## src/rtl/core/lkvc_pkg.sv

```systemverilog
// lkvc_pkg: shared types and constants for the lru key/value cache core
// transfer payload structs, opcode codes and the per-cell control group
// no dependencies
package lkvc_pkg;

    localparam int LKVC_KEY_W      = 32;
    localparam int LKVC_CAP_W      = 5;
    localparam int LKVC_ENTRIES    = 16;
    // wide enough for any slot position or occupancy up to 256 entries
    localparam int LKVC_CNT_W      = 9;

    localparam logic [LKVC_CAP_W-1:0] LKVC_CAP_RESET  = 5'd16;
    localparam logic [LKVC_KEY_W-1:0] LKVC_MISS_VALUE = 32'hFFFF_FFFF;

    localparam logic LKVC_OP_GET = 1'b0;
    localparam logic LKVC_OP_PUT = 1'b1;

    typedef struct packed {
        logic                   opcode;
        logic signed [31:0]     lookup_key;
        logic signed [31:0]     write_value;
    } lkvc_req_t;

    typedef struct packed {
        logic                   found;
        logic signed [31:0]     read_value;
        logic                   evicted;
        logic signed [31:0]     evicted_key;
    } lkvc_rsp_t;

    // broadcast to every cell on the commit cycle
    typedef struct packed {
        logic                   update;
        logic [LKVC_CNT_W-1:0]  limit;
        logic [LKVC_CNT_W-1:0]  occ;
    } lkvc_cell_ctrl_t;

endpackage

```

## src/rtl/core/lru_key_value_cache_core.sv

```systemverilog
// lru_key_value_cache_core: fully associative key/value cache, lru replacement
// row of lkvc_cell slots in recency order with a small sequencer in front
// depends on lkvc_pkg, lkvc_cell
//
//  channel | signals                    | direction | payload
//  req     | req_valid, req_stall, req  | in        | lkvc_req_t (opcode, key, value)
//  rsp     | rsp_valid, rsp_stall, rsp  | out       | lkvc_rsp_t (found, value, eviction)
//  cfg     | cfg_write, cfg_data        | in        | capacity_in_use, 5 bits
//
// each operation runs through the states cmp, enc and upd: compare in every cell, one-hot
// encode of the hit and the last slot, then the shift of the cell row with the result load.
// the next request transfers on the commit cycle, so a new request waits for the last to commit.
// reset empties the cache and sets the capacity to 16; no clearing pass.
// a stalled result holds the commit cycle until the output register frees up.
module lru_key_value_cache_core
    import lkvc_pkg::*;
#(
    parameter int ENTRIES = LKVC_ENTRIES
)
(
    input  logic                  clk,
    input  logic                  rst_n,
    input  logic                  req_valid,
    output logic                  req_stall,
    input  lkvc_req_t             req,
    output logic                  rsp_valid,
    input  logic                  rsp_stall,
    output lkvc_rsp_t             rsp,
    input  logic                  cfg_write,
    input  logic [LKVC_CAP_W-1:0] cfg_data
);

    localparam int IDX_W = (ENTRIES > 1) ? $clog2(ENTRIES) : 1;
    localparam int CNT_W = $clog2(ENTRIES + 1);
    localparam logic [LKVC_CNT_W-1:0] ENTRIES_C = LKVC_CNT_W'(ENTRIES);

    typedef enum logic [1:0] {
        ST_IDLE,
        ST_CMP,
        ST_ENC,
        ST_UPD
    } state_t;

    state_t                state_reg, state_next;
    lkvc_req_t             op_reg, op_next;
    logic [ENTRIES-1:0]    hit_reg, hit_next;
    logic                  found_reg, found_next;
    logic [IDX_W-1:0]      hit_idx_reg, hit_idx_next;
    logic [LKVC_KEY_W-1:0] hit_value_reg, hit_value_next;
    logic                  evict_reg, evict_next;
    logic [LKVC_KEY_W-1:0] evict_key_reg, evict_key_next;
    logic [CNT_W-1:0]      occ_reg, occ_next;
    logic [LKVC_CAP_W-1:0] cap_reg, cap_next;
    logic                  rsp_valid_reg, rsp_valid_next;
    lkvc_rsp_t             rsp_reg, rsp_next;

    logic [LKVC_KEY_W-1:0] cell_key   [ENTRIES];
    logic [LKVC_KEY_W-1:0] cell_value [ENTRIES];
    logic [ENTRIES-1:0]    cell_valid;
    logic [ENTRIES-1:0]    cell_hit;
    logic [ENTRIES-1:0]    occ_mask;

    lkvc_cell_ctrl_t       cell_ctrl;
    logic [LKVC_KEY_W-1:0] new_value;

    logic                  is_put;
    logic                  out_free;
    logic                  commit;
    logic                  accept;
    logic [LKVC_CNT_W-1:0] occ_ext;
    logic [LKVC_CNT_W-1:0] cap_ext;
    logic [LKVC_CNT_W-1:0] eff_cap;
    logic [LKVC_CNT_W-1:0] fill_count;

    assign is_put   = (op_reg.opcode == LKVC_OP_PUT);
    assign out_free = !rsp_valid_reg || !rsp_stall;
    assign commit   = (state_reg == ST_UPD) && out_free;
    assign req_stall = !((state_reg == ST_IDLE) || commit);
    assign accept   = req_valid && !req_stall;

    assign occ_ext = LKVC_CNT_W'(occ_reg);
    assign cap_ext = LKVC_CNT_W'(cap_reg);

    // capacity zero acts as one, anything above the row saturates
    always_comb
    begin
        if (cap_ext == '0)
            eff_cap = LKVC_CNT_W'(1);
        else if (cap_ext > ENTRIES_C)
            eff_cap = ENTRIES_C;
        else
            eff_cap = cap_ext;
    end

    // entries kept in front of a new insert after any eviction
    assign fill_count = occ_ext - LKVC_CNT_W'(evict_reg);

    assign new_value = is_put ? op_reg.write_value : hit_value_reg;

    always_comb
    begin
        cell_ctrl.update = commit && (found_reg || is_put);
        cell_ctrl.limit  = found_reg ? LKVC_CNT_W'(hit_idx_reg) : fill_count;
        cell_ctrl.occ    = (is_put && !found_reg) ? (fill_count + LKVC_CNT_W'(1)) : occ_ext;
    end

    genvar gi;
    generate
        for (gi = 0; gi < ENTRIES; gi++)
        begin : g_cell
            logic [LKVC_KEY_W-1:0] from_key;
            logic [LKVC_KEY_W-1:0] from_value;

            if (gi == 0)
            begin : g_head
                assign from_key   = op_reg.lookup_key;
                assign from_value = new_value;
            end
            else
            begin : g_link
                assign from_key   = cell_key[gi-1];
                assign from_value = cell_value[gi-1];
            end

            lkvc_cell #(
                .INDEX (gi)
            ) u_cell (
                .clk         (clk),
                .rst_n       (rst_n),
                .ctrl        (cell_ctrl),
                .probe_key   (op_reg.lookup_key),
                .shift_key   (from_key),
                .shift_value (from_value),
                .key         (cell_key[gi]),
                .value       (cell_value[gi]),
                .valid       (cell_valid[gi]),
                .hit         (cell_hit[gi])
            );

            assign occ_mask[gi] = (LKVC_CNT_W'(gi) < occ_ext);
        end
    endgenerate

    // one-hot encode of the registered hit vector and pick of the last slot
    always_comb
    begin
        found_next     = 1'b0;
        hit_idx_next   = '0;
        hit_value_next = '0;
        evict_key_next = '0;
        for (int i = 0; i < ENTRIES; i++)
        begin
            found_next     = found_next | hit_reg[i];
            hit_idx_next   = hit_idx_next | (hit_reg[i] ? IDX_W'(i) : '0);
            hit_value_next = hit_value_next | (hit_reg[i] ? cell_value[i] : '0);
            if (LKVC_CNT_W'(i) == (occ_ext - LKVC_CNT_W'(1)))
                evict_key_next = evict_key_next | cell_key[i];
        end
        evict_next = !found_next && is_put && (occ_ext >= eff_cap) && (occ_ext != '0);
    end

    always_comb
    begin
        state_next     = state_reg;
        op_next        = op_reg;
        hit_next       = hit_reg;
        occ_next       = occ_reg;
        cap_next       = cfg_write ? cfg_data : cap_reg;
        rsp_valid_next = rsp_valid_reg;
        rsp_next       = rsp_reg;

        if (accept)
            op_next = req;

        if (!rsp_stall)
            rsp_valid_next = 1'b0;

        unique case (state_reg)
            ST_IDLE:
            begin
                if (accept)
                    state_next = ST_CMP;
            end
            ST_CMP:
            begin
                hit_next   = cell_hit;
                state_next = ST_ENC;
            end
            ST_ENC:
            begin
                state_next = ST_UPD;
            end
            ST_UPD:
            begin
                if (commit)
                begin
                    occ_next            = cell_ctrl.occ[CNT_W-1:0];
                    rsp_valid_next      = 1'b1;
                    rsp_next.found      = found_reg;
                    rsp_next.read_value = (found_reg && !is_put) ? hit_value_reg
                                                                 : LKVC_MISS_VALUE;
                    rsp_next.evicted    = evict_reg;
                    rsp_next.evicted_key = evict_reg ? evict_key_reg : '0;
                    state_next          = accept ? ST_CMP : ST_IDLE;
                end
            end
            default:
            begin
                state_next = ST_IDLE;
            end
        endcase
    end

    always_ff @(posedge clk or negedge rst_n)
    begin
        if (!rst_n)
        begin
            state_reg     <= ST_IDLE;
            occ_reg       <= '0;
            cap_reg       <= LKVC_CAP_RESET;
            rsp_valid_reg <= 1'b0;
            rsp_reg       <= '0;
        end
        else
        begin
            state_reg     <= state_next;
            occ_reg       <= occ_next;
            cap_reg       <= cap_next;
            rsp_valid_reg <= rsp_valid_next;
            rsp_reg       <= rsp_next;
        end
    end

    always_ff @(posedge clk)
    begin
        op_reg  <= op_next;
        hit_reg <= hit_next;
        if (state_reg == ST_ENC)
        begin
            found_reg     <= found_next;
            hit_idx_reg   <= hit_idx_next;
            hit_value_reg <= hit_value_next;
            evict_reg     <= evict_next;
            evict_key_reg <= evict_key_next;
        end
    end

    assign rsp_valid = rsp_valid_reg;
    assign rsp       = rsp_reg;

    // keys are unique among live slots, so at most one cell can hit
    assert property (@(posedge clk) disable iff (!rst_n)
        (state_reg == ST_ENC) |-> $onehot0(hit_reg))
    else $error("more than one slot matched the probe key");

    // live slots always form the front of the row
    assert property (@(posedge clk) disable iff (!rst_n)
        cell_valid == occ_mask)
    else $error("slot valid bits out of step with occupancy");

    assert property (@(posedge clk) disable iff (!rst_n)
        occ_reg <= CNT_W'(ENTRIES))
    else $error("occupancy above the number of slots");

    assert property (@(posedge clk) disable iff (!rst_n)
        $rose(rsp_valid_reg) |-> $past(state_reg == ST_UPD))
    else $error("result raised outside the commit cycle");

    assert property (@(posedge clk) disable iff (!rst_n)
        (rsp_valid_reg && rsp_reg.evicted) |-> !rsp_reg.found)
    else $error("eviction reported on a hit");

endmodule

```

## src/rtl/core/lkvc_cell.sv

```systemverilog
// lkvc_cell: one recency slot of the cache, key, value and valid bit
// compares against the probe key and takes its neighbour's entry on a shift
// depends on lkvc_pkg
module lkvc_cell
    import lkvc_pkg::*;
#(
    parameter int INDEX = 0
)
(
    input  logic                  clk,
    input  logic                  rst_n,
    input  lkvc_cell_ctrl_t       ctrl,
    input  logic [LKVC_KEY_W-1:0] probe_key,
    input  logic [LKVC_KEY_W-1:0] shift_key,
    input  logic [LKVC_KEY_W-1:0] shift_value,
    output logic [LKVC_KEY_W-1:0] key,
    output logic [LKVC_KEY_W-1:0] value,
    output logic                  valid,
    output logic                  hit
);

    localparam logic [LKVC_CNT_W-1:0] CELL_POS = LKVC_CNT_W'(INDEX);

    logic [LKVC_KEY_W-1:0] key_reg;
    logic [LKVC_KEY_W-1:0] value_reg;
    logic                  valid_reg;
    logic                  valid_next;
    logic                  shift_en;

    // slots up to the limit move one place back, slot 0 takes the new entry
    assign shift_en   = ctrl.update && (CELL_POS <= ctrl.limit);
    assign valid_next = ctrl.update ? (CELL_POS < ctrl.occ) : valid_reg;

    always_ff @(posedge clk or negedge rst_n)
    begin
        if (!rst_n)
        begin
            valid_reg <= 1'b0;
        end
        else
        begin
            valid_reg <= valid_next;
        end
    end

    always_ff @(posedge clk)
    begin
        if (shift_en)
        begin
            key_reg   <= shift_key;
            value_reg <= shift_value;
        end
    end

    assign key   = key_reg;
    assign value = value_reg;
    assign valid = valid_reg;
    assign hit   = valid_reg && (key_reg == probe_key);

endmodule
```

## config.mk

```make
export PLATFORM = sky130hd
export DESIGN_NAME = lru_key_value_cache_core
export DESIGN_NICKNAME = d
export VERILOG_FILES = /design/src/rtl/core/lkvc_pkg.sv /design/src/rtl/core/lru_key_value_cache_core.sv /design/src/rtl/core/lkvc_cell.sv
export SDC_FILE = /design/constraint.sdc
export NUM_CORES = 2
export LEC_CHECK = 0
export ABC_AREA = 1
export ABC_CLOCK_PERIOD_IN_PS = 13600
export CAP_MARGIN = 20
export CORE_MARGIN = 3
export CORE_UTILIZATION = 50
export CTS_BUF_LIST = sky130_fd_sc_hd__clkbuf_16
export DETAILED_ROUTE_END_ITERATION = 16
export DONT_BUFFER_PORTS = 1
export PLACE_DENSITY = 0.74
export SLEW_MARGIN = 20
export SYNTH_ARGS = -nofsm -noshare
export SYNTH_HDL_FRONTEND = slang
export SYNTH_SLANG_ARGS = --single-unit
```

## constraint.sdc

```tcl
create_clock -name clk -period 13.6 [get_ports clk]
set_input_delay 1.36 -clock clk [delete_from_list [all_inputs] [get_ports clk]]
set_output_delay 1.36 -clock clk [all_outputs]
set_load 0.1 [all_outputs]
```

# Word-level counts from Yosys, hierarchy flattened
# Index checks and enable logic that the tools add are counted.
# word_totals
out_inout_bits	68
ff_bits	1270
input_bits	75
word_cells	313
# op_classes
muxes	61
bitwise	59
eq_ne	36
n_reduce_logical	55
n_addsub	3
order_cmp	34
# op_table
operator	count
$mux W32	35
$or A32 B32 Y32	30
$eq A32 B32 Y1	16
$eq A4 B9 Y1 const A	8
$le A4 B9 Y1 const A	8
$lt A4 B9 Y1 const A	8
$logic_and A1 B1 Y1	40
$eq A3 B9 Y1 const A	4
$le A3 B9 Y1 const A	4
$lt A3 B9 Y1 const A	4
$mux W4	8
$or A4 B4 Y4	7
$mux W9	3
$eq A2 B9 Y1 const A	2
$le A1 B9 Y1 const A	2
$le A2 B9 Y1 const A	2
$logic_not A9 Y1	2
$lt A1 B9 Y1 const A	2
$lt A2 B9 Y1 const A	2
$or A1 B1 Y1	15
$mux W3	4
$eq A1 B9 Y1 const A	1
$ge A5 B9 Y1	1
$or A3 B3 Y3	3
other kinds (20)	37

# Logic depth before layout (Yosys ltp)
# logic_depth
ltp_word	33
ltp_mapped	16
ltp_nobuf	16

# By module
# Synthesis repeated with hierarchy kept, for this count alone.
# unflattened
hier_cells	5758
hier_area_um2	57672.8
# by_module_without_submodules
mod	seq_area_each_um2	cells_each	instances	area_each_um2
lru_key_value_cache_core	6512.5	2369	1	16444.5
lkvc_cell at g_cell[14].u_cell ...	1946.9	211	2	2581.2
lkvc_cell at g_cell[1].u_cell ...	1946.9	213	2	2575.0
lkvc_cell at g_cell[5].u_cell ...	1946.9	211	2	2572.5
lkvc_cell at g_cell[10].u_cell	1946.9	214	1	2590.0
lkvc_cell at g_cell[9].u_cell	1946.9	216	1	2585.0
lkvc_cell at g_cell[13].u_cell	1946.9	213	1	2583.7
lkvc_cell at g_cell[6].u_cell	1946.9	213	1	2582.5
lkvc_cell at g_cell[11].u_cell	1946.9	213	1	2580.0
lkvc_cell at g_cell[12].u_cell	1946.9	212	1	2580.0
lkvc_cell at g_cell[3].u_cell	1946.9	211	1	2578.7
lkvc_cell at g_cell[4].u_cell	1946.9	212	1	2578.7
lkvc_cell at g_cell[15].u_cell	1946.9	209	1	2562.5
lkvc_cell at g_cell[0].u_cell	1946.9	206	1	2549.9

# Worst setup path after synthesis
# Ideal clock, no wire load.
# synth_path
kind	input to register
startpoint	input port rsp_stall
endpoint	register g_cell[5].u_cell.key_reg[0] (enable)
cell_stages	7
arrival_time_ns	8.711
setup_ns	0.575
slack_ns	4.314
path_buffers	2
path_cell_list	nand2_1 nand2_1 clkbuf_1 a21oi_2 clkbuf_1 nand2_1 o21ai_0
# synth_via
elab_chain_cells	5
# synth_rtl
item	line	source
start, declared	lru_key_value_cache_core.sv:27	input logic rsp_stall,
$logic_not A1 Y1	n/a	
$logic_or A1 B1 Y1	lru_key_value_cache_core.sv:76	assign out_free = !rsp_valid_reg || !rsp_stall;
$logic_and A1 B1 Y1	lru_key_value_cache_core.sv:77	assign commit = (state_reg == ST_UPD) && out_free;
$logic_and A1 B1 Y1	lru_key_value_cache_core.sv:102	cell_ctrl.update = commit && (found_reg || is_put);
$logic_and A1 B1 Y1	lkvc_cell.sv:31	assign shift_en = ctrl.update && (CELL_POS <= ctrl.limit);
net g_cell[5].u_cell.shift_en	lkvc_cell.sv:28	logic shift_en;
end signal, assigned	lkvc_cell.sv:50	key_reg <= shift_key;
end, declared	lkvc_cell.sv:24	logic [LKVC_KEY_W-1:0] key_reg;
# The timed path passes the listed nets, and every way through them passes these cells.
# A chain may end at the register's enable or synchronous reset.

# Worst setup path in the final report
# layout_path
startpoint	register rsp_valid_reg (netlist: rsp_valid)
endpoint	output port req_stall
# layout_via
elab_chain_cells	5
# layout_rtl
item	line	source
start, declared	lru_key_value_cache_core.sv:54	logic rsp_valid_reg, rsp_valid_next;
start signal, assigned	lru_key_value_cache_core.sv:229	rsp_valid_reg <= rsp_valid_next;
$logic_not A1 Y1	lru_key_value_cache_core.sv:76	
$logic_or A1 B1 Y1	lru_key_value_cache_core.sv:76	
$logic_and A1 B1 Y1	lru_key_value_cache_core.sv:77	
$logic_or A1 B1 Y1	lru_key_value_cache_core.sv:78	assign req_stall = !((state_reg == ST_IDLE) || commit);
$logic_not A1 Y1	lru_key_value_cache_core.sv:78	
end, declared	lru_key_value_cache_core.sv:24	output logic req_stall,
# Every way passes these cells.

==> results_dict.tcl <==
set metrics [dict create \
    status "completed" \
    crit_required_ps 12240 \
    drive_gt1_share_pct 8.94 \
    syn2layout_area_growth_pct 11.8 \
    fin_crit_sh_pct 36.2 \
    clkLatencyLatePin_ps 780 \
    synth_edf_count 1175 \
    ir_worst_vdd_mv 0.245 \
    design.core.area_sq_um 106000 \
    final_cell_mix "1,175 x nand2_1, 1,175 x edfxtp_1, 275 x inv_1" \
    die_h_um 333 \
    fin_skew_ps 35.8 \
    wl_per_cell_um 33.1 \
    yosys_warnings 0 \
    r2r-end "g_cell[7].u_cell.value[2]$_DFFE_PP_" \
    gp_congestion 1.08 \
    cap_violations 0 \
    cp.buffers_inverters 2 \
    maxSlewHeadroom_pct 16.8 \
    cts_root_buffer "clkbuf_16" \
    maxSlewViolCount 0 \
    clkTransAtPathRegs_ps 60 \
    clock-sinks 1270 \
    finalNetCount 4506 \
    ys.flop_type "edfxtp_1" \
    powerDensity_nw_per_um2 265 \
    r2r-start "occ_reg[0]$_DFFE_PN0P_" \
    wl_um 196000 \
    die_area_sq_um 111000 \
    yosysSeqAreaShare_pct 70.4 \
    endpoint_kind "output port" \
    grt_pass1_vias 37000 \
    grtUsageTotal_pct 34.7 \
    r2r_setup_slack_ps 8690 \
    ff2ff_path_depth 9 \
    worstPathArrival_ps 3560 \
    post-cts-setup-buffers 0 \
    antenna_left 0 \
    drt_iter0_markers 7326 \
    worstSetupPathType "reg2out" \
    vias 39700 \
    clock_path_buffers 3 \
    power.total_mw 15.8 \
    syn_area_sq_um 53500 \
    fillers 8422 \
    die_width_um 333 \
    worstMarginPinSlew_ps 1240 \
    grt_max_degree 96 \
    syn_area_per_cell_sq_um 12.2 \
    gr-total-overflow 0 \
    cts_tree "done" \
    fin_crit_ps 4920 \
    grt_pass1_wl_um 273000 \
    p_leak_nw 21.5 \
    numCtsBuffers 132 \
    path_cells "nand2_1 > nand2_2 > buf_4 > inv_1 > nor2_2" \
    cts_resized 0 \
    htree_levels 4 \
    synth-async-reset-ratio_pct 7.48 \
    drc_errors 0 \
    finalSetupViolations 0 \
    rsz0062_at_grt "no" \
    io_buffers 0 \
    num_io_pins 143 \
    antenna_found_initial 14 \
    ys_types 55 \
    dp_hpwl_um 129000 \
    hold_path_class "in2async" \
    hold_viol_final 0 \
    hold_buffers 0 \
    crit_path_top_delay_cell "dfrtp_1" \
    fmax_mhz 203 \
    critPathTopFamily "simple AND/OR/NAND/NOR gates" \
    synthesis.nets 4476 \
    synth-seq-cells 1270 \
    worstSetupStartpointType "flop" \
    dr.pass1.iters 10 \
    cp_max_fo 74 \
    postSynthCellCount 4388 \
    slowest_delay_ps 920 \
    fp-row-count 119 \
    initial_core_util_pct 50.6 \
    setup_tns_ps 0 \
    vias_per_cell 6.71 \
]
kinds of logic after synthesis:
logic type                 share of synthesized area [%]
adders and majority gates                          0.304
xor gates and xnor gates                            2.23
buffers and inverters                               3.75
and+or+nand+nor                                     13.7
DFF                                                 70.4
AOI/OAI and AO/OA                                   9.63
final cells by class:
class | instances | area, sq um | share of cell area, %
antenna | 11 | 27.5 | 0.0460
tap | 1391 | 1740 | 2.91
inverter | 291 | 1100 | 1.84
timing repair buffer | 98 | 762 | 1.27
clock inverter | 102 | 1120 | 1.87
multi-input combinational | 2625 | 14000 | 23.4
sequential | 1270 | 37700 | 63.0
clock buffer | 135 | 3380 | 5.65
worst max path at each step:
stage,endpoint,slack [ps],startpoint,cells past startpoint
5_1_grt,req_stall,8490,rsp_valid$_DFF_PN0_,5
2_1_floorplan,g_cell[5].u_cell.key[0]$_DFFE_PP_,4310,rsp_stall,7
6_report,req_stall,8680,rsp_valid$_DFF_PN0_,5
4_1_cts,req_stall,8550,rsp_valid$_DFF_PN0_,5
3_3_place_gp,g_cell[2].u_cell.value[10]$_DFFE_PP_,8620,rsp_stall,11
3_5_place_dp,g_cell[12].u_cell.value[0]$_DFFE_PP_,8570,rsp_stall,8
Yosys cell counts (28+ instances only):
cell type / number / area share (%)
a211oi_1: 28 / 0.39
a21oi_1: 34 / 0.32
a221oi_1: 155 / 2.5
a22o_1: 34 / 0.56
a31oi_1: 32 / 0.37
buf_2: 37 / 0.35
clkbuf_1: 128 / 0.90
dfrtp_1: 94 / 4.4
edfxtp_1: 1175 / 66
inv_1: 256 / 1.8
nand2_1: 1176 / 8.3
nand3_1: 90 / 0.84
nand4_1: 95 / 1.1
nor2_1: 229 / 1.6
nor4_1: 37 / 0.43
o2111ai_1: 45 / 0.74
o21ai_0: 192 / 1.8
o22ai_1: 145 / 1.7
or2_2: 40 / 0.47
xnor2_1: 87 / 1.4
xor2_1: 49 / 0.80
routing by layer:
layer  wire length (um)  track usage (%)
met5                124                0
met4              14400             20.4
met3              33400             13.2
met2              80500             48.1
met1              67600             46.5
per-stage QoR:
| step | hold slack [ps] | instances | util, % | setup WS [ps] | area, sq um |
|---|---|---|---|---|---|
| 6_report | 293 | 5923 | 56.5 | 8680 | 59800 |
| 5_1_grt | 271 | 5915 | 56.5 | 8490 | 59800 |
| 4_1_cts | 258 | 5909 | 56.5 | 8550 | 59700 |
| 3_5_place_dp | 432 | 5672 | 52.2 | 8570 | 55200 |
| 3_3_place_gp | 426 | 5672 | 52.2 | 8620 | 55200 |
| 2_1_floorplan | 421 | 4388 | - | 4310 | 53500 |
where the power goes:
group          leakage [nW]  switching, mW  internal (mW)
Sequential             12.0           1.70           6.42
Clock                  2.28           1.61           2.19
Combinational          7.20           2.97          0.933
(Power assumes the default switching activity.)
